==> config.mk <==
export PLATFORM = sky130hd
export DESIGN_NAME = ihi_queue
export DESIGN_NICKNAME = d
export VERILOG_FILES = /design/src/hdl/assert_macros.svh /design/src/hdl/ihi_pkg.sv /design/src/hdl/ihi_queue.sv
export SDC_FILE = /design/constraint.sdc
export NUM_CORES = 1
export LEC_CHECK = 0
export BUFFER_PORTS_ARGS = -buffer_cell sky130_fd_sc_hd__buf_2
export CORE_ASPECT_RATIO = 1.4
export CORE_MARGIN = 2
export CORE_UTILIZATION = 30
export CTS_BUF_LIST = sky130_fd_sc_hd__clkbuf_4 sky130_fd_sc_hd__clkbuf_8
export CTS_CLUSTER_DIAMETER = 60
export DETAILED_ROUTE_END_ITERATION = 8
export PLACE_DENSITY = 0.54
export SLEW_MARGIN = 10
export SYNTH_ARGS = -nofsm -noshare
export SYNTH_HDL_FRONTEND = slang
export SYNTH_SLANG_ARGS = --single-unit
==> constraint.sdc <==
create_clock -name clk -period 5.9 [get_ports clk]
set_clock_uncertainty 0.15 [all_clocks]
set_input_delay 0.59 -clock clk [delete_from_list [all_inputs] [get_ports clk]]
set_output_delay 0.59 -clock clk [all_outputs]
set_load 0.02 [all_outputs]
==> src/hdl/assert_macros.svh <==
// Assertion helpers for the RTL (included by ihi_back)
`ifndef ASSERT_MACROS_SVH
`define ASSERT_MACROS_SVH
`ifndef NO_ASSERTIONS
// Check that an expression holds at every clock edge out of reset
`define CHK_ALWAYS(lbl, expr, msg) \
    lbl: assert property (@(posedge clk) disable iff (!rst_n) (expr)) else $error(msg);
// Check that a condition implies another in the same cycle
`define CHK_IMPLIES(lbl, ante, cons, msg) \
    lbl: assert property (@(posedge clk) disable iff (!rst_n) (ante) |-> (cons)) else $error(msg);
`else
`define CHK_ALWAYS(lbl, expr, msg)
`define CHK_IMPLIES(lbl, ante, cons, msg)
`endif
`endif

==> src/hdl/ihi_pkg.sv <==
package ihi_pkg;

    localparam int MAX_POINTS = 256;
    localparam int ADDR_W     = $clog2(MAX_POINTS);
    localparam int CNT_W      = ADDR_W + 1;
    localparam int POS_W      = 18;
    localparam int MAG_W      = 8;
    localparam int MEM_W      = 2 * POS_W + MAG_W;
    localparam int SQ_W       = 2 * POS_W;
    localparam int D2_W       = SQ_W + 1;
    localparam int LIM_W      = 28;
    localparam int DEN_W      = LIM_W + 1;
    localparam int W_W        = 41;
    localparam int SW_W       = W_W + CNT_W - 1;
    localparam int SWL_W      = SW_W + MAG_W;
    localparam int LVL_W      = 9;
    localparam int LVL_MIN    = 200;

    typedef enum logic [1:0] {
        CMD_CLEAR = 2'd0,
        CMD_ADD   = 2'd1,
        CMD_QUERY = 2'd2
    } cmd_e;

    typedef enum logic [1:0] {
        REG_MAP_WIDTH  = 2'd0,
        REG_MAP_HEIGHT = 2'd1,
        REG_RADIUS     = 2'd2,
        REG_SMOOTHING  = 2'd3
    } reg_idx_e;

    typedef struct packed {
        logic [12:0] map_width;
        logic [12:0] map_height;
        logic [9:0]  radius;
        logic [15:0] smoothing;
    } cfg_t;

    typedef struct packed {
        cmd_e                    op;
        logic signed [POS_W-1:0] x;
        logic signed [POS_W-1:0] y;
        logic [MAG_W-1:0]        mag;
    } item_t;

endpackage

==> src/hdl/ihi_queue.sv <==
module ihi_queue
    import ihi_pkg::*;
(
    input  logic  clk,
    input  logic  rst_n,
    input  logic  push_valid,
    output logic  push_ready,
    input  item_t push_item,
    output logic  pop_valid,
    input  logic  pop_ready,
    output item_t pop_item
);

    item_t      slot_reg [2];
    logic       wr_ptr_reg;
    logic       rd_ptr_reg;
    logic [1:0] fill_reg;
    logic       do_push;
    logic       do_pop;

    assign push_ready = (fill_reg != 2'd2);
    assign pop_valid  = (fill_reg != 2'd0);
    assign pop_item   = slot_reg[rd_ptr_reg];
    assign do_push    = push_valid && push_ready;
    assign do_pop     = pop_valid && pop_ready;

    // Store the pushed beat
    always_ff @(posedge clk)
    begin
        if (do_push)
            slot_reg[wr_ptr_reg] <= push_item;
    end

    // Advance pointers and fill level
    always_ff @(posedge clk or negedge rst_n)
    begin
        if (!rst_n)
        begin
            wr_ptr_reg <= 1'b0;
            rd_ptr_reg <= 1'b0;
            fill_reg   <= 2'd0;
        end
        else
        begin
            if (do_push)
                wr_ptr_reg <= ~wr_ptr_reg;
            if (do_pop)
                rd_ptr_reg <= ~rd_ptr_reg;
            fill_reg <= fill_reg + 2'(do_push) - 2'(do_pop);
        end
    end

endmodule

==> results of run 1 <==
[power by group]
part | total, uW | switching (uW) | leakage [uW] | internal [uW]
Sequential | 1010 | 75.2 | 0.000900 | 933
Combinational | 795 | 441 | 0.000759 | 354
Clock | 501 | 216 | 0.000121 | 285
Total | 2300 | 732 | 0.00178 | 1570
[synth_stat cells]
cell type  number
and3_1          1
nand2b_1        1
xnor2_1         3
xor2_1          1
nand2_1         1
nor2_1          1
dfrtp_1         4
or2_1           1
and2_4          1
mux2_2         16
inv_1           1
ha_1            2
mux2_4         30
buf_2           1
edfxtp_1       92
buf_6           4
[area by class of cell]
type                       count  area [um^2]  area share
inverter                       1         3.75    0.000826
clock buffer                  10          131      0.0289
multi-input combinational     58          734       0.162
tap                          147          184      0.0405
timing repair buffer         101          518       0.114
clock inverter                 6          108      0.0237
sequential                    96         2860       0.630
antenna                        1         2.50    0.000551
[worst paths after layout]
kind	start	to	slack [ns]
worst max-delay path	rd_ptr_reg	pop_item[42]	2.95
min in group asynchronous	rst_n	wr_ptr_reg	0.41
worst min register to register	fill_reg[0]	fill_reg[0]	0.38
worst min-delay path	push_item[17]	slot_reg[1][17]	0.26
worst max register to register	fill_reg[1]	slot_reg[0][22]	3.78
max in group asynchronous	rst_n	rd_ptr_reg	5.05
[cells by family after synthesis]
kind of cell	share of synthesized area
multiplexers	0.173
adder cells (fa/ha/maj)	0.00687
XOR/XNOR	0.00962
buffers and inverters	0.0148
flip-flops	0.786
AND/OR/NAND/NOR	0.00962
[stage by stage]
step	setup slack [ns]	total power, uW	cells	hold slack [ns]	utilization
after CTS	2.90	2340	419	0.238	0.384
after global routing	2.82	2420	419	0.233	0.384
after floorplan	2.61	1620	160	0.144	-
after global placement	3.32	1830	402	0.254	0.363
after detailed placement	3.31	1840	402	0.255	0.363
final	2.95	2300	420	0.257	0.385
[critical path, stage by stage, from the launching register on]
cell     delay, ns
dfrtp_2       0.75
buf_4         0.52
mux2_2        0.39
buf_2         0.16
[layer usage]
layer	vias up	track usage	wire length [um]
met5	-	0	15
met4	2	0.0563	136
met3	12	0.0375	434
met2	56	0.175	3510
met1	879	0.0998	2350
li1	838	-	-
==> impl_results.md, run 1 <==
* RSZ-0062 raised after global routing: no
* Worst Max-Slew Pin Slew at ~0.59 ns
* Status: completed
* Top cells by area, synth: edfxtp_1, mux2_4, mux2_2
* Slew headroom at 0.610
* Drt first pass iters at 3
* Clock root cell: clkbuf_8
* Later-pin clock latency in the skew report at around 0.35 ns
* Hold Buf Count CTS at 1
* Total GRT Usage at 0.0991
* Design area at ~0.0045 mm^2
* Syn_nets at about 210
* Die H at 134 um
* Commonest non-fill, non-tap cell in the layout: buf_2
* I/O Buffers at 97
* Pwr per Cell Area at 507 mW/mm^2
* Worst vdd ir at 0.239 mV
* WP data required at just over 5 ns
* First-pass GRT wire length at 9.63 mm
* Synthesized flop and latch total at 96
* Crit path capture type: output port
* Drt wl/cell at around 15 um
* Number of top-level pins at 98
* Number of synthesis warnings at 0
* Min-Delay Path Class: input pin to flop
* Hold Fails Final Rpt at 0
* Unique cell type count in the Yosys netlist at 16
* GP Congestion at between 0.6 and 0.7
* H-tree Lvls at 3
* Leak pwr at about 0.0018 uW
* Clk sinks at 96
* Starting density of the core at 0.308
* Max reg flops at 92
* Count of final max-slew check failures at 0
* Worst-path clk slew at approximately 0.09 ns
* CP max FO at 29
* Vias at about 1,800
* Core Box Area at around 0.012 mm^2
* Final WL at approximately 6.4 mm
* CTS tree: done
* Worst Hold Path Cells at 1
* Setup bufs post-CTS at 0
* Initial antenna violation count at 2
* Crit share post-route at 0.500
* # DRC at 0
* Commonest cells after routing, fill and taps aside: buf_2, edfxtp_1, mux2_4
* Crit start category: flop
* Top cell type's share of synthesized area at 0.759
* P&R area growth vs syn at 24.8%
* Initial DRC Count at 86
* Synth Cell Area at ~0.0036 mm^2
* Total negative setup slack at 0 ns
* CTS Buffer Depth at 2
* Rows at 47
* Critical path type: flop to output port
* Fin crit period at 2.95 ns
* Worst Path Arrival at about 2.2 ns
* Maximum clock frequency at between 300 and 400 MHz
* Post-CTS sizing at 0
* Nets at 319
* Reg2reg path depth at 4
* Share of layout cells above drive strength 1 at 0.607
* HPWL after detailed placement at ~4.4 mm
* Routed Antenna Nets at 0
* Die area at approximately 0.013 mm^2
* # Max-Cap Violations at 0
* Final setup fails at 0
* Syn_area_per_cell at between 20 and 25 um^2
* Die width at between 90 and 100 um
* Seq/Total Area, Yosys at 0.786
* Number of global-route vias before repair at 1,921
* Vias per cell at 4.25
* Cells after Synth at between 150 and 200
* Synth area leader: edfxtp_1
* Largest net degree at the start of global routing at 31
* Total global routing overflow at 0
* Area post-placement at about 0.0043 mm^2
* CTS Buf Count at 9
* Layout fillers at 1,098
(Power assumes the default switching activity.)
==> run 2: changes to the inputs <==
Clock period 5.9 ns to 2.87 ns, I/O delays scaled along.
==> run 2 against run 1 <==
Compared with the run above: worst hold slack got worse by 0.17 ns; count of clock-buffer cells in the layout stayed put; combinational power grew 130%; utilization rose by 3.9 points; global-route usage increased by 0.65 points; critical endpoint is now pop_item[36]; largest cell class unchanged; highest routed layer is now met4.
==> impl_results.md, run 2 (same netlist as run 1, synthesis figures left out) <==
* Status: completed
* Switching pwr at 1530 uW (+110%)
* Initial DRC Count at 71 (-17%)
* Fin crit period at ~2.1 ns
* Clk sinks at 96 (unchanged)
* First-pass GRT wire length at 10.6 mm (+10%)
* Number of top-level pins at 98 (unchanged)
* Layout fillers at 1,079 (-1.7%)
* Final setup fails at 0 (unchanged)
* Commonest non-fill, non-tap cell in the layout: buf_2
* Worst vdd ir at 0.516 mV (+120%)
* Crit start category: flop
* Total GRT Usage at 0.106 (+0.00653)
* Die area at 0.0131 mm^2 (unchanged)
* WP data required at 2.43 ns (-2.73 ns)
* Starting density of the core at 0.308 (unchanged)
* Met2 wire len at 3.39 mm (-3.4%)
* Number of global-route vias before repair at 2,176 (+13%)
* RSZ-0062 raised after global routing: no
* Combinational power share at 0.379 (+0.034)
* Flop pwr share at 0.422 (-0.016)
* Slowest-stage cell, CP: mux2_2
* Total negative setup slack at 0 ns (unchanged)
* P&R area growth vs syn at 37.5%
* Max reg flops at 92 (unchanged)
* H-tree Lvls at 3 (unchanged)
* Initial antenna violation count at 0 (-2)
* Drt wl/cell at 14.0 um (-8.8%)
* CTS Buffer Depth at 2 (unchanged)
* Vias per cell at 4.25 (about the same)
* Largest stage delay on the critical path at 0.40 ns (-0.35 ns)
* # Max-Cap Violations at 0 (unchanged)
* Switching part of the total at 0.323 (+0.00475)
* Top Layer Used: met4
* Commonest cells after routing, fill and taps aside: buf_2, edfxtp_1, dlygate4sd3_1
* Pwr per Cell Area at 946 mW/mm^2 (+87%)
* Total global routing overflow at 0 (unchanged)
* Later-pin clock latency in the skew report at 0.35 ns (about the same)
* I/O Buffers at 97 (unchanged)
* Die width at 97.1 um (unchanged)
* Die H at 134 um (unchanged)
* # DRC at 0 (unchanged)
* Worst Max-Slew Pin Slew at 0.574 ns (-0.0117 ns)
* Met3 routed WL at 366 um (-16%)
* Post-CTS sizing at 0 (unchanged)
* GP Congestion at 0.665 (+0.27%)
* HPWL after detailed placement at 4.10 mm (-7.2%)
* Worst-path clk slew at 0.09 ns (about the same)
* Hold Fails Final Rpt at 0 (unchanged)
* Clock root cell: clkbuf_8
* Setup slack after layout at 0.768 ns (-2.18 ns)
* Drt first pass iters at 4 (+1)
* Share of layout cells above drive strength 1 at 0.525 (-0.0816)
* CP max FO at 25 (-14%)
* Slew headroom at 0.617 (+0.00782)
* Place WS at 1.01 ns (-2.30 ns)
* Critical path type: flop to output port
* Final WL at 6.54 mm (+1.4%)
* CTS Buf Count at 9 (unchanged)
* Vias at 1,987 (+11%)
* CTS tree: done
* Crit path capture type: output port
* Crit-path cells: buf_4 > mux2_2 > buf_2
* Antenna cells at 0 (-1)
* Maximum clock frequency at approximately 480 MHz
* Largest net degree at the start of global routing at 26 (-16%)
* Routed Antenna Nets at 0 (unchanged)
* Hold Buf Count CTS at 47 (+46)
* Setup bufs post-CTS at 0 (unchanged)
* Nets at 367 (+15%)
* Clock power share at 0.199 (-0.018)
* Leak pwr at 0.00198 uW (+11%)
* Count of final max-slew check failures at 0 (unchanged)
* P_int at 3210 uW (+100%)
* Min-Delay Path Class: input pin to flop
* Rows at 47 (unchanged)
* Crit share post-route at 0.732
* Worst Path Arrival at 1.67 ns (-0.54 ns)
* WL met1 at 2.66 mm (+13%)
* Core Box Area at 0.0118 mm^2 (unchanged)
==> run 2: worst max-delay path, delay by kind of cell, from the launching register on <==
family | cells | cell delay, ns
buf+inv | 2 | 0.54
mux | 1 | 0.40
flops | 1 | 0.36
==> run 2: final timing paths <==
path / depth (start not counted) / slack, ns / start / to
hold / removal: 3 / 0.09 / pop_ready / rd_ptr_reg
hold reg to reg: 1 / 0.38 / fill_reg[0] / fill_reg[0]
min in group asynchronous: 2 / 0.11 / rst_n / fill_reg[0]
setup / recovery: 3 / 0.77 / rd_ptr_reg / pop_item[36]
setup reg to reg: 7 / 1.01 / fill_reg[1] / fill_reg[1]
max in group asynchronous: 2 / 2.32 / rst_n / rd_ptr_reg
==> run 2: layout make-up <==
class / count / area [um^2] / share of cell area
clock inverter: 6 / 83.8 / 0.0167
sequential: 96 / 2860 / 0.572
clock buffer: 10 / 131 / 0.0262
inverter: 1 / 3.75 / 0.000750
tap: 147 / 184 / 0.0367
multi-input combinational: 58 / 734 / 0.147
timing repair buffer: 149 / 1010 / 0.201
==> run 2: metal layers <==
metal	up-vias	global-route usage
li1	934	-
met1	974	0.119
met3	12	0.0344
met4	0	0.0446
met2	67	0.184
met5	-	0
==> run 2: power by group through the flow <==
stage               clock [uW]  combinational [uW]  sequential [uW]
floorplan                    0                1300             2020
global placement             0                1780             2020
detailed placement           0                1790             2040
CTS                        992                1840             2000
global route              1040                1930             2030
finish                     944                1790             2000
==> run 2: through the flow <==
stage                      util  power (uW)  area [um^2]  hold WS [ns]  std cells
after floorplan               -        3320         3640        -0.159        160
after global placement    0.366        3800         4320       -0.0506        404
after detailed placement  0.366        3830         4320       -0.0503        404
after CTS                 0.424        4840         5010        0.0575        467
after global routing      0.424        5000         5010        0.0825        467
final                     0.424        4740         5010        0.0857        467
==> run 3: changes to the inputs <==
Clock period 2.87 ns to 2.1 ns, I/O delays scaled along.
==> run 3 against run 2 <==
Compared with the run above: via count down 1.3%; sequential cell count is the same; cell area increased by 0.50%; worst hold slack got worse by 0.0090 ns; critical path depth stayed put; clock power up 33%; total power grew 37%; global-route usage up 0.11 points; setup slack worse by 0.66 ns; utilization up 0.21 points; final cell count grew 0.86%; largest cell class unchanged; first-iteration DRC count down 24%; critical endpoint is now pop_item[2].
==> impl_results.md, run 3 (same netlist as run 1, synthesis figures left out) <==
* Status: completed
* Share of layout cells above drive strength 1 at 0.514 (-0.0111)
* Later-pin clock latency in the skew report at 0.36 ns (about the same)
* Total negative setup slack at 0 ns (unchanged)
* Count of final max-slew check failures at 0 (unchanged)
* Worst Hold Path Cells at 3 (unchanged)
* Reg2reg path depth at 7 (unchanged)
* Rows at 47 (unchanged)
* Start of the worst register-to-register path: fill_reg[1]
* Max reg flops at 92 (unchanged)
* Nets at 370 (+0.82%)
* Number of top-level pins at 98 (unchanged)
* Worst Max-Slew Pin Slew at 0.395 ns (-0.179 ns)
* P&R area growth vs syn at 38.2%
* Vias at 1,962 (-1.3%)
* Commonest cells after routing, fill and taps aside: buf_2, edfxtp_1, dlygate4sd3_1
* Number of global-route vias before repair at 2,069 (-4.9%)
* Hold Fails Final Rpt at 0 (unchanged)
* Crit share post-route at 0.949
* Slowest-stage cell, CP: dfrtp_2
* Clock root cell: clkbuf_8
* First-pass GRT wire length at 10.3 mm (-3.0%)
* RR Endpoint: fill_reg[1]
* # DRC at 0 (unchanged)
* CP max FO at 19 (-24%)
* Worst-path clk slew at 0.08 ns (about the same)
* Switching part of the total at 0.323 (about the same)
* Largest net degree at the start of global routing at 29 (+12%)
* Drt wl/cell at 14.0 um (about the same)
* Total GRT Usage at 0.107 (+0.00106)
* Commonest non-fill, non-tap cell in the layout: buf_2
* P_int at 4380 uW (+37%)
* # Max-Cap Violations at 0 (unchanged)
* Drt first pass iters at 4 (unchanged)
* Largest stage delay on the critical path at 0.39 ns (about the same)
* Leak pwr at 0.00198 uW (about the same)
* Die H at 134 um (unchanged)
* Vias per cell at 4.17 (-2.1%)
* Non-Filler Instances at 471 (+0.86%)
* Critical path type: flop to output port
* Final WL at 6.59 mm (+0.84%)
* Critical Path Sink: pop_item[2]
* Clk sinks at 96 (unchanged)
* Clock power share at 0.195 (-0.004)
* Slew headroom at 0.737 (+0.120)
* Die width at 97.1 um (unchanged)
* WP data required at 1.74 ns (-0.69 ns)
* Core Box Area at 0.0118 mm^2 (unchanged)
* Starting density of the core at 0.308 (unchanged)
* Die area at 0.0131 mm^2 (unchanged)
* CTS Buffer Depth at 2 (unchanged)
* CTS Buf Count at 9 (unchanged)
* Layout fillers at 1,089 (+0.93%)
* Post-layout util at 0.426 (+0.00212)
* CTS tree: done
* Switching pwr at 2090 uW (+37%)
* Crit-path cells: buf_4 > mux2_2 > buf_2
* GP Congestion at 0.693 (+4.3%)
* Min-Delay Path Class: input pin to flop
* Worst vdd ir at 0.714 mV (+38%)
* Fin crit period at ~2 ns
* Total global routing overflow at 0 (unchanged)
* Crit start category: flop
* Combinational power share at 0.382 (+0.003)
* DP Cell Count at 405 (+0.25%)
* Flop pwr share at 0.423 (about the same)
* I/O Buffers at 97 (unchanged)
* Initial DRC Count at 54 (-24%)
* RSZ-0062 raised after global routing: no
* Maximum clock frequency at around 500 MHz
* H-tree Lvls at 3 (unchanged)
* Final setup fails at 0 (unchanged)
* R2r setup slk at 0.23 ns (-0.78 ns)
* Pwr per Cell Area at 1290 mW/mm^2 (+36%)
* Setup bufs post-CTS at 0 (unchanged)
* Crit path capture type: output port
* HPWL after detailed placement at 4.25 mm (+3.7%)
* Initial antenna violation count at 1 (+1)
* Worst setup startpoint: rd_ptr_reg
* Worst Path Arrival at 1.63 ns (-0.04 ns)
* Routed Antenna Nets at 0 (unchanged)
-- run 3: timing repair --
item                                   4_1_cts  5_1_grt
hold buffers                                49        0
endpoints found under the hold margin       97        0
resized for setup                            0        0
-- run 3: per-layer routing --
metal | vias up | global-route usage | routed length (um)
li1 | 943 | - | -
met1 | 956 | 0.113 | 2520
met2 | 54 | 0.186 | 3580
met3 | 9 | 0.0365 | 347
met4 | 0 | 0.0587 | 140
met5 | - | 0 | 0
-- run 3: layout make-up --
type                    count  area (um^2)  area share
clock inverters             7         86.3      0.0172
repair buffers            152         1030       0.205
well taps                 147          184      0.0365
inverters                   1         3.75    0.000746
clock buffers               9          124      0.0246
flip-flops and latches     96         2860       0.569
multi-input cells          58          734       0.146
diodes                      1         2.50    0.000497
-- run 3: metrics by stage --
| step | cell area, um^2 | setup WS (ns) | hold WS, ns | total power, uW |
|---|---|---|---|---|
| after global placement | 4330 | 0.322 | -0.131 | 5210 |
| after floorplan | 3650 | 0.0654 | -0.236 | 4540 |
| after CTS | 5030 | 0.0485 | 0.0508 | 6610 |
| after detailed placement | 4330 | 0.249 | -0.127 | 5260 |
| after global routing | 5030 | 0.00373 | 0.0837 | 6840 |
| final | 5030 | 0.106 | 0.0767 | 6470 |
-- run 3: power groups by stage --
stage	logic, uW	registers [uW]	clock network [uW]
after floorplan	1790	2750	0
after global routing	2680	2780	1390
final	2470	2740	1260
after global placement	2450	2760	0
after detailed placement	2470	2790	0
after CTS	2550	2740	1320
-- run 3: how the worst min path moves through the flow --
stage | to | startpoint
after global placement | fill_reg[0] | rst_n
after CTS | wr_ptr_reg | push_valid
after global routing | wr_ptr_reg | push_valid
final | wr_ptr_reg | push_valid
after detailed placement | fill_reg[0] | rst_n
after floorplan | fill_reg[0] | rst_n
-- run 3: worst max-delay path, delay by kind of cell, from the launching register on --
| kind | cells | cell delay, ns |
|---|---|---|
| buffers and inverters | 2 | 0.49 |
| muxes | 1 | 0.37 |
| DFF | 1 | 0.39 |
