File: config.mk
export PLATFORM = sky130hd
export DESIGN_NAME = ihi_front
export DESIGN_NICKNAME = d
export VERILOG_FILES = /design/src/hdl/assert_macros.svh /design/src/hdl/ihi_pkg.sv /design/src/hdl/ihi_front.sv
export SDC_FILE = /design/constraint.sdc
export NUM_CORES = 1
export LEC_CHECK = 0
export BUFFER_PORTS_ARGS = -buffer_cell sky130_fd_sc_hd__buf_4
export CAP_MARGIN = 10
export CORE_MARGIN = 1
export CORE_UTILIZATION = 40
export DETAILED_ROUTE_END_ITERATION = 12
export PLACE_DENSITY_LB_ADDON = 0.15
export SYNTH_ARGS = -nofsm -noshare
export SYNTH_HDL_FRONTEND = slang
export SYNTH_SLANG_ARGS = --single-unit
File: constraint.sdc
create_clock -name vclk -period 8.3
set_input_delay 0.83 -clock vclk [all_inputs]
set_output_delay 0.83 -clock vclk [all_outputs]
set_load 0.01 [all_outputs]
File: src/hdl/assert_macros.svh
// Assertion helpers for the RTL (included by ihi_back)
`ifndef ASSERT_MACROS_SVH
`define ASSERT_MACROS_SVH
`ifndef NO_ASSERTIONS
// Check that an expression holds at every clock edge out of reset
`define CHK_ALWAYS(lbl, expr, msg) \
    lbl: assert property (@(posedge clk) disable iff (!rst_n) (expr)) else $error(msg);
// Check that a condition implies another in the same cycle
`define CHK_IMPLIES(lbl, ante, cons, msg) \
    lbl: assert property (@(posedge clk) disable iff (!rst_n) (ante) |-> (cons)) else $error(msg);
`else
`define CHK_ALWAYS(lbl, expr, msg)
`define CHK_IMPLIES(lbl, ante, cons, msg)
`endif
`endif

File: src/hdl/ihi_pkg.sv
package ihi_pkg;

    localparam int MAX_POINTS = 256;
    localparam int ADDR_W     = $clog2(MAX_POINTS);
    localparam int CNT_W      = ADDR_W + 1;
    localparam int POS_W      = 18;
    localparam int MAG_W      = 8;
    localparam int MEM_W      = 2 * POS_W + MAG_W;
    localparam int SQ_W       = 2 * POS_W;
    localparam int D2_W       = SQ_W + 1;
    localparam int LIM_W      = 28;
    localparam int DEN_W      = LIM_W + 1;
    localparam int W_W        = 41;
    localparam int SW_W       = W_W + CNT_W - 1;
    localparam int SWL_W      = SW_W + MAG_W;
    localparam int LVL_W      = 9;
    localparam int LVL_MIN    = 200;

    typedef enum logic [1:0] {
        CMD_CLEAR = 2'd0,
        CMD_ADD   = 2'd1,
        CMD_QUERY = 2'd2
    } cmd_e;

    typedef enum logic [1:0] {
        REG_MAP_WIDTH  = 2'd0,
        REG_MAP_HEIGHT = 2'd1,
        REG_RADIUS     = 2'd2,
        REG_SMOOTHING  = 2'd3
    } reg_idx_e;

    typedef struct packed {
        logic [12:0] map_width;
        logic [12:0] map_height;
        logic [9:0]  radius;
        logic [15:0] smoothing;
    } cfg_t;

    typedef struct packed {
        cmd_e                    op;
        logic signed [POS_W-1:0] x;
        logic signed [POS_W-1:0] y;
        logic [MAG_W-1:0]        mag;
    } item_t;

endpackage

File: src/hdl/ihi_front.sv
module ihi_front
    import ihi_pkg::*;
(
    input  logic                    in_valid,
    output logic                    in_ready,
    input  logic [1:0]              req_type,
    input  logic signed [POS_W-1:0] pos_x,
    input  logic signed [POS_W-1:0] pos_y,
    input  logic signed [8:0]       level,
    input  cfg_t                    cfg,
    output logic                    push_valid,
    input  logic                    push_ready,
    output item_t                   push_item
);

    logic signed [19:0] lo_bound;
    logic signed [19:0] hi_x;
    logic signed [19:0] hi_y;
    logic signed [19:0] px_ext;
    logic signed [19:0] py_ext;
    logic               in_window;
    logic               keep;
    logic signed [8:0]  lvl_clamped;

    // Bounds of the map grown by the radius, in 1/16 pixel
    assign lo_bound  = -$signed({6'd0, cfg.radius, 4'd0});
    assign hi_x      = $signed({2'd0, ({1'b0, cfg.map_width} + {4'd0, cfg.radius}), 4'd0});
    assign hi_y      = $signed({2'd0, ({1'b0, cfg.map_height} + {4'd0, cfg.radius}), 4'd0});
    assign px_ext    = 20'(pos_x);
    assign py_ext    = 20'(pos_y);
    assign in_window = (px_ext >= lo_bound) && (px_ext <= hi_x) &&
                       (py_ext >= lo_bound) && (py_ext <= hi_y);

    // Clamp the level into the stored range
    always_comb
    begin
        if (level > 9'sd0)
            lvl_clamped = 9'sd0;
        else if (level < -9'sd200)
            lvl_clamped = -9'sd200;
        else
            lvl_clamped = level;
    end

    // Classify the request: drop unused codes and adds outside the bounds
    always_comb
    begin
        unique case (req_type)
            CMD_CLEAR: keep = 1'b1;
            CMD_ADD:   keep = in_window;
            CMD_QUERY: keep = 1'b1;
            default:   keep = 1'b0;
        endcase
    end

    assign in_ready      = push_ready;
    assign push_valid    = in_valid && keep;
    assign push_item.op  = cmd_e'(req_type);
    assign push_item.x   = pos_x;
    assign push_item.y   = pos_y;
    assign push_item.mag = MAG_W'(-lvl_clamped);

endmodule

==> flow_summary_export.csv, run 1 <==
group,metric,value,unit
status,status,"complete, no violations",
logic_synthesis,ys_warn_count,0,
placement,hpwl,7170,um
clock_network,cts_resized,0,
final_layout,seq_area,0,um^2
grt,grt_max_degree,12,
placement,port-buffer-count,131,
worst_hold_path,holdPathStages,0,
logic_synthesis,synth_top_cell_area_share,0.345,
floorplan,die_h,89.2,um
sta,rsz0062_at_grt,"false",
worst_setup_path,critPathArrivalTime,4.05,ns
worst_setup_path,path_class,"primary input to output port",
logic_synthesis,synth_nets,583,
final_layout,clkbuf_count,0,
floorplan,std_cell_rows,31,
logic_synthesis,ys_seq_area_frac,0,
detailed_routing,routed_wl,7840,um
power,vdd_ir_drop_max,0.0000326,V
final_layout,insertedDiodeCount,0,
sta,fin_crit_sh,0.588,
logic_synthesis,synth_area_leaders,"ha_1 35%, buf_4 9.6%, xor2_1 5.2%",
placement,dp.cells,583,
floorplan,die_area,7960,um^2
logic_synthesis,syn_avg_cell_area,7.68,um^2
grt,grt_pass1_vias,2735,
logic_synthesis,synthMuxAreaShare,0,
sta,finalHoldViolCount,0,
worst_hold_path,min_to,"in_ready",
grt,antenna_found_initial,0,
logic_synthesis,synth_top_family_by_area,"adder cells",
detailed_routing,wl_met2,3740,um
logic_synthesis,ys_types,54,
detailed_routing,drt_first_pass_iters,5,
detailed_routing,top_layer,"met3",
sta,drv_slew,0,
floorplan,core_area,7290,um^2
worst_setup_path,crit_required,7.47,ns
detailed_routing,drc,0,
sta,fmax,205,MHz
final_layout,finalCoreUtilization,0.527,
clock_network,holdBufCountCts,0,
logic_synthesis,synthSimpleGateAreaFrac,0.211,
sta,setup_tns,0,ns
placement,place.gp.congestion,0.860,
grt,grt.overflow.total,0,
detailed_routing,drt_iter0_drc,65,
worst_setup_path,cp-start-kind,"primary input",
detailed_routing,avgRoutedWirePerCell,13.4,um
logic_synthesis,syn_area,3040,um^2
grt,gr-usage-all-layers,0.192,
logic_synthesis,synthCells,396,
logic_synthesis,synth_compound_area_frac,0.219,
detailed_routing,met3_length,366,um
grt,grt_pass1_wl,12200,um
worst_setup_path,cp-end-kind,"output port",
detailed_routing,vias_per_cell,5.18,
floorplan,io_pins,149,
sta,min_period,4.88,ns
logic_synthesis,yosysMostFrequentCell,"ha_1",
logic_synthesis,synth_top_cell_by_area,"ha_1",
logic_synthesis,synth_xor_area_frac,0.0921,
final_layout,seq_cells,0,
final_layout,synthToLayoutAreaGrowth,26.2,%
sta,slew-limit-headroom,0.704,
flow_run,max-cap-violations,0,
detailed_routing,wl_met1,3730,um
floorplan,die_w,89.2,um
worst_setup_path,critPathMaxFanout,5,
floorplan,initial_core_util,0.417,
power,powerDensity,65.0,nW/um^2
sta,setup_viol,0,
power,p_leak,1.89,nW
worst_hold_path,holdCritPathClass,"primary input to output port",
detailed_routing,num_vias,3021,
clock_network,cts_setup_buffers,0,
worst_hold_path,hold_start,"push_ready",
detailed_routing,drtAntennaViolNets,0,
final_layout,nNetsFinal,673,
logic_synthesis,synthTopCellsByCount,"84 x ha_1, 39 x buf_4, 27 x a21oi_1, 26 x nand2_1, 22 x nor2_1",
logic_synthesis,post_synth_fa_ha_maj_area_fraction,0.359,
final_layout,stdcell_count,583,
sta,worst_pin_slew,0.440,ns
final_layout,drive_gt1_frac,0.285,
through the flow:
stage          cell area (um^2)  setup WS, ns  hold WS [ns]  total power [mW]
6_report                   3840          3.42          1.66             0.250
5_1_grt                    3840          3.21          1.66             0.283
4_1_cts                    3840          3.39          1.66             0.251
3_5_place_dp               3840          3.40          1.66             0.249
3_3_place_gp               3840          3.47          1.66             0.245
2_1_floorplan              3040          3.86          1.73             0.167
where the power goes:
| part | internal (mW) | switching (mW) |
|---|---|---|
| Combinational | 0.123 | 0.127 |
| Clock | 0 | 0 |
| Sequential | 0 | 0 |
cell families after synthesis:
kind of cell             Yosys count
XOR/XNOR                          32
AND/OR/NAND/NOR                  121
adder cells (fa/ha/maj)           86
AO/OA/AOI/OAI                    100
buffers and inverters             57
per-layer routing:
metal / GRT usage / vias to the layer above
met3: 0.00646 / 0
li1: - / 1629
met2: 0.353 / 92
met5: 0 / -
met1: 0.264 / 1300
met4: 0.00144 / 0
worst max path at each step:
stage / startpoint / end / slack [ns] / cells after the start
after detailed placement: cfg[16] / push_valid / 3.40 / 15
after global placement: cfg[16] / push_valid / 3.47 / 15
after floorplan: cfg[16] / push_valid / 3.86 / 13
after CTS: cfg[16] / push_valid / 3.39 / 15
final: cfg[16] / push_valid / 3.42 / 15
after global routing: cfg[16] / push_valid / 3.21 / 15
layout by cell type, fill, tap and decap left out, types with 2 or more instances in the layout:
cell,n
a211o_1,3
a211oi_1,6
a21o_1,8
a21oi_1,27
a311oi_1,2
a31oi_1,7
and2_1,2
buf_4,131
fa_1,2
ha_1,84
inv_1,14
nand2_1,26
nand2b_1,3
nand3_1,13
nand3b_1,3
nand4_1,9
nand4b_1,3
nor2_1,22
nor2b_1,3
nor3_1,11
nor3b_1,2
nor4_1,8
o211ai_1,4
o21a_1,3
o21ai_0,12
o21ai_1,10
o21bai_1,2
o31ai_1,5
or2_2,2
or2b_1,2
or3_1,5
xnor2_1,14
xor2_1,18
critical path: stages:
cell,delay [ns]
buf_4,0.11
ha_1,0.19
inv_1,0.06
fa_1,0.39
nor2b_1,0.12
o21ai_1,0.10
a211o_1,0.37
a311oi_1,0.29
xnor2_1,0.17
ha_1,0.28
a21o_1,0.21
a2111oi_4,0.34
a2bb2oi_1,0.12
o41ai_2,0.28
buf_4,0.17
area by class of cell:
class | instances | area (um^2)
fillers | 758 | 3450
multi-input cells | 339 | 2680
repair buffers | 131 | 983
well taps | 99 | 124
inverters | 14 | 52.6
Note: power is estimated with default switching activity, not from simulation.
==> run 2: changes to the inputs <==
==> constraint.sdc (replaced) <==
create_clock -name vclk -period 5
set_input_delay 0.5 -clock vclk [all_inputs]
set_output_delay 0.5 -clock vclk [all_outputs]
set_load 0.01 [all_outputs]
==> run 2 against run 1 <==
Net effect:
- flip-flop and latch count is the same
- cell count stayed put
- critical path depth is the same
- setup slack lost 2.6 ns
- die area stayed put
- hold slack got worse by 0.66 ns
- global-route usage grew 0.19 points
- design area unchanged
- routed wire length rose by 1.6%
- largest cell class unchanged
- largest power group unchanged
==> flow_summary_export.csv, run 2 (synthesized netlist as in run 1, its figures left out) <==
group,metric,value,unit
grt,antenna_found_initial,0,
final_layout,nNetsFinal,673,
detailed_routing,vias_per_cell,5.33,
floorplan,die_area,7960,um^2
worst_hold_path,holdCritPathClass,"primary input to output port",
detailed_routing,drt_first_pass_iters,4,
worst_setup_path,crit_slowest_cell,"fa_1",
sta,finalHoldViolCount,0,
power,p_leak,1.89,nW
detailed_routing,drc,0,
sta,setup_slack,0.788,ns
power,powerDensity,108,nW/um^2
sta,slew-limit-headroom,0.651,
final_layout,layout_common_cells,"131 x buf_4, 84 x ha_1, 27 x a21oi_1",
flow_run,max-cap-violations,0,
detailed_routing,routed_wl,7970,um
floorplan,die_h,89.2,um
final_layout,seq_area,0,um^2
sta,drv_slew,0,
sta,min_period,4.21,ns
detailed_routing,met3_length,439,um
worst_hold_path,min_to,"in_ready",
placement,hpwl,7240,um
floorplan,die_w,89.2,um
final_layout,final_common_cell,"buf_4",
sta,rsz0062_at_grt,"false",
floorplan,io_pins,149,
status,status,"complete, no violations",
worst_setup_path,cp-end-kind,"output port",
worst_setup_path,critPathMaxFanout,5,
placement,place.gp.congestion,0.843,
final_layout,seq_cells,0,
sta,fin_crit_sh,0.842,
placement,preCtsSetupSlack,0.767,ns
clock_network,holdBufCountCts,0,
detailed_routing,num_vias,3110,
grt,grt.overflow.total,0,
placement,port-buffer-count,131,
worst_setup_path,path_class,"primary input to output port",
detailed_routing,drtAntennaViolNets,0,
floorplan,initial_core_util,0.417,
sta,fmax,237,MHz
power,vdd_ir_drop_max,0.0000450,V
final_layout,drive_gt1_frac,0.285,
final_layout,finalCoreUtilization,0.527,
sta,setup_viol,0,
detailed_routing,top_layer,"met3",
worst_setup_path,cp-start-kind,"primary input",
final_layout,clkbuf_count,0,
worst_setup_path,slowest_delay,0.39,ns
worst_setup_path,crit_required,4.50,ns
placement,dp.cells,583,
worst_setup_path,critPathArrivalTime,3.71,ns
worst_hold_path,hold_start,"push_ready",
grt,grt_pass1_wl,12400,um
detailed_routing,avgRoutedWirePerCell,13.7,um
floorplan,core_area,7290,um^2
detailed_routing,drt_iter0_drc,72,
final_layout,stdcell_count,583,
worst_hold_path,holdPathStages,0,
sta,setup_tns,0,ns
grt,grt_max_degree,12,
final_layout,insertedDiodeCount,0,
detailed_routing,wl_met2,3780,um
detailed_routing,wl_met1,3740,um
floorplan,std_cell_rows,31,
grt,gr-usage-all-layers,0.194,
clock_network,cts_setup_buffers,0,
clock_network,cts_resized,0,
worst_setup_path,path_cells,"buf_4, ha_1, inv_1, fa_1, nor2b_1, o21ai_1, a211o_1, a311oi_1, xnor2_1, ha_1, a21o_1, a2111oi_4, a2bb2oi_1, o41ai_2, buf_4",
sta,worst_pin_slew,0.519,ns
final_layout,synthToLayoutAreaGrowth,26.2,%
grt,grt_pass1_vias,2824,
power,finalPower,416,uW
-- run 2: cell type report --
cell class	instances	area, um^2
fillers	763	3450
multi-input cells	339	2680
repair buffers	131	983
well taps	99	124
inverters	14	52.6
-- run 2: worst max path at each step --
stage | startpoint | end | slack (ns) | cells after the start
after floorplan | cfg[16] | push_valid | 1.22 | 13
after global placement | cfg[16] | push_valid | 0.81 | 15
after detailed placement | cfg[16] | push_valid | 0.77 | 15
after CTS | cfg[16] | push_valid | 0.77 | 15
after global routing | cfg[16] | push_valid | 0.57 | 15
final | cfg[16] | push_valid | 0.79 | 15
-- run 2: routing by layer --
metal | GRT usage | vias up
met1 | 0.266 | 1381
met5 | 0 | -
met2 | 0.350 | 97
met3 | 0.00923 | 0
met4 | 0.00866 | 0
li1 | - | 1632
-- run 2: power breakdown --
part           switching [mW]  total, mW  leakage (nW)  internal (mW)
clock                       0          0             0              0
combinational           0.212      0.416          1.89          0.204
sequential                  0          0             0              0
total                   0.212      0.416          1.89          0.204
-- run 2: worst max-delay path, delay by kind of cell --
kind / cells / cell delay, ns
simple gates: 1 / 0.12
buf+inv: 3 / 0.35
xor+xnor: 1 / 0.16
compound gates: 7 / 1.71
fa+ha+maj: 3 / 0.84
-- run 2: stage by stage --
stage               hold WS [ns]  instance area (um^2)
floorplan                   1.07                  3040
global placement            1.00                  3840
detailed placement          1.00                  3840
CTS                         1.00                  3840
global route                1.00                  3840
finish                      1.00                  3840
==> run 3: changes to the inputs <==
--- a/config.mk
+++ b/config.mk
@@ -5,6 +5,7 @@
 export SDC_FILE = /design/constraint.sdc
 export NUM_CORES = 1
 export LEC_CHECK = 0
+export ABC_AREA = 1
 export BUFFER_PORTS_ARGS = -buffer_cell sky130_fd_sc_hd__buf_4
 export CAP_MARGIN = 10
 export CORE_MARGIN = 1
==> constraint.sdc (replaced) <==
create_clock -name vclk -period 3.9
set_input_delay 0.39 -clock vclk [all_inputs]
set_output_delay 0.39 -clock vclk [all_outputs]
set_load 0.01 [all_outputs]
==> run 3 against run 2 <==
Net effect:
- combinational power up 35%
- utilization down 0.61 points
- synthesized cell count up 25%
- setup slack worse by 0.38 ns
- global-route usage down 0.22 points
- critical path type unchanged
- via count up 6.9%
- largest power group unchanged
- design area up 5.3%
- sequential share of layout area unchanged
- die area up 5.9%
==> flow_summary_export.csv, run 3 <==
group,metric,value,unit
logic_synthesis,synth_area_leaders,"ha_1 33%, nand2_1 14%, buf_4 9.1%",
clock_network,holdBufCountCts,0,
placement,placed_cell_area,4040,um^2
logic_synthesis,yosysMostFrequentCell,"nand2_1",
power,switching_share,0.528,
final_layout,nFillCells,792,
sta,slew-limit-headroom,0.714,
floorplan,die_w,91.8,um
detailed_routing,num_vias,3324,
worst_setup_path,critPathCapture,"push_valid",
final_layout,drive_gt1_frac,0.244,
sta,rsz0062_at_grt,"false",
grt,grt_util_met3,0.00498,
final_layout,seq_area,0,um^2
final_layout,insertedDiodeCount,0,
detailed_routing,drt_first_pass_iters,4,
sta,fin_crit_sh,0.896,
status,status,"complete, no violations",
logic_synthesis,synth_top_cell_by_area,"ha_1",
sta,fmax,286,MHz
sta,setup_viol,0,
flow_run,max-cap-violations,0,
logic_synthesis,synth_nets,683,
logic_synthesis,syn_area,3230,um^2
detailed_routing,drt_iter0_drc,66,
grt,grt.overflow.total,0,
logic_synthesis,ys_warn_count,0,
detailed_routing,vias_per_cell,4.82,
power,powerDensity,139,nW/um^2
sta,worst_pin_slew,0.424,ns
final_layout,layout_common_cells,"131 x buf_4, 120 x nand2_1, 84 x ha_1",
logic_synthesis,ys_types,34,
final_layout,final_common_cell,"buf_4",
grt,top_usage_layer,"met2",
floorplan,initial_core_util,0.415,
logic_synthesis,synthCells,496,
worst_setup_path,crit_start,"cfg[18]",
worst_setup_path,critPathArrivalTime,3.10,ns
final_layout,nNetsFinal,776,
sta,setup_tns,0,ns
grt,antenna_found_initial,0,
worst_setup_path,cp-start-kind,"primary input",
sta,drv_slew,0,
logic_synthesis,synth_top_cell_area_share,0.326,
power,p_int,265,uW
worst_setup_path,crit_required,3.51,ns
power,p_sw,297,uW
logic_synthesis,ys_seq_area_frac,0,
placement,port-buffer-count,131,
placement,hpwl,7420,um
sta,finalHoldViolCount,0,
floorplan,io_pins,149,
power,seq_power_share,0,
worst_setup_path,path_class,"primary input to output port",
final_layout,stdcell_area,4040,um^2
placement,place.gp.congestion,0.855,
power,combPwrFrac,1.000,
detailed_routing,avgRoutedWirePerCell,11.7,um
grt,grt_pass1_vias,3246,
clock_network,cts_setup_buffers,0,
detailed_routing,drtAntennaViolNets,0,
logic_synthesis,synthTopCellsByCount,"120 x nand2_1, 84 x ha_1, 58 x inv_1, 39 x buf_4, 39 x nor2_1",
final_layout,clkbuf_count,0,
grt,met2_usage,0.359,
power,p_leak,2.31,nW
detailed_routing,routed_wl,8060,um
grt,met1_usage,0.256,
logic_synthesis,syn_avg_cell_area,6.50,um^2
final_layout,seq_cells,0,
detailed_routing,drc,0,
grt,gr-usage-all-layers,0.192,
clock_network,cts_resized,0,
final_layout,finalCoreUtilization,0.521,
worst_hold_path,holdCritPathClass,"primary input to output port",
grt,grt_pass1_wl,13500,um
final_layout,synthToLayoutAreaGrowth,25.4,%
sta,min_period,3.49,ns
grt,grt_max_degree,10,
floorplan,std_cell_rows,32,
floorplan,core_area,7770,um^2
worst_setup_path,cp-end-kind,"output port",
power,power.share.clock,0,
worst_setup_path,critPathMaxFanout,5,
power,vdd_ir_drop_max,0.0000565,V
floorplan,die_area,8430,um^2
floorplan,die_h,91.8,um
## run 3: area by class of cell
| class | instances | area (um^2) | area share |
|---|---|---|---|
| inverter | 59 | 225 | 0.0557 |
| multi-input combinational | 397 | 2710 | 0.670 |
| tap | 102 | 128 | 0.0316 |
| timing repair buffer | 131 | 983 | 0.243 |
## run 3: metal layers
| metal | up-vias | share of wire |
|---|---|---|
| met1 | 1421 | 0.49 |
| li1 | 1810 | - |
| met2 | 90 | 0.46 |
| met3 | 3 | 0.051 |
| met4 | 0 | 0.0040 |
| met5 | - | 0 |
## run 3: kinds of logic after synthesis
| logic type | synth area share |
|---|---|
| simple gates | 0.282 |
| buf+inv | 0.161 |
| fa+ha+maj | 0.338 |
| compound gates | 0.124 |
| xor+xnor | 0.0950 |
## run 3: power by group through the flow
stage / logic (mW) / registers [mW] / clock network, mW
floorplan: 0.380 / 0 / 0
global placement: 0.553 / 0 / 0
detailed placement: 0.565 / 0 / 0
CTS: 0.568 / 0 / 0
global route: 0.644 / 0 / 0
finish: 0.563 / 0 / 0
## run 3: metrics by stage
stage / std cells / power, mW / setup slack [ns] / hold WS [ns]
finish: 689 / 0.563 / 0.405 / 0.780
global route: 689 / 0.644 / 0.0518 / 0.780
CTS: 689 / 0.568 / 0.361 / 0.780
detailed placement: 689 / 0.566 / 0.363 / 0.780
global placement: 689 / 0.553 / 0.462 / 0.780
floorplan: 496 / 0.380 / 0.898 / 0.862
## run 3: worst min path at each step
stage | startpoint | to | cells past startpoint
2_1_floorplan | level[7] | push_item[7] | 1
3_3_place_gp | push_ready | in_ready | 0
3_5_place_dp | push_ready | in_ready | 0
4_1_cts | push_ready | in_ready | 0
5_1_grt | push_ready | in_ready | 0
6_report | push_ready | in_ready | 0
## run 3: critical path, stage by stage
cell,delay [ns]
buf_4,0.14
ha_1,0.35
inv_1,0.07
nor3_1,0.29
nand3_1,0.12
o2111ai_1,0.17
nand3_1,0.13
xor2_1,0.17
ha_1,0.30
nand2_1,0.07
inv_1,0.03
o21ai_0,0.13
nand2_1,0.07
a21oi_1,0.11
nand2_1,0.06
nand3_1,0.08
nand4_1,0.11
a21oi_1,0.15
buf_4,0.14
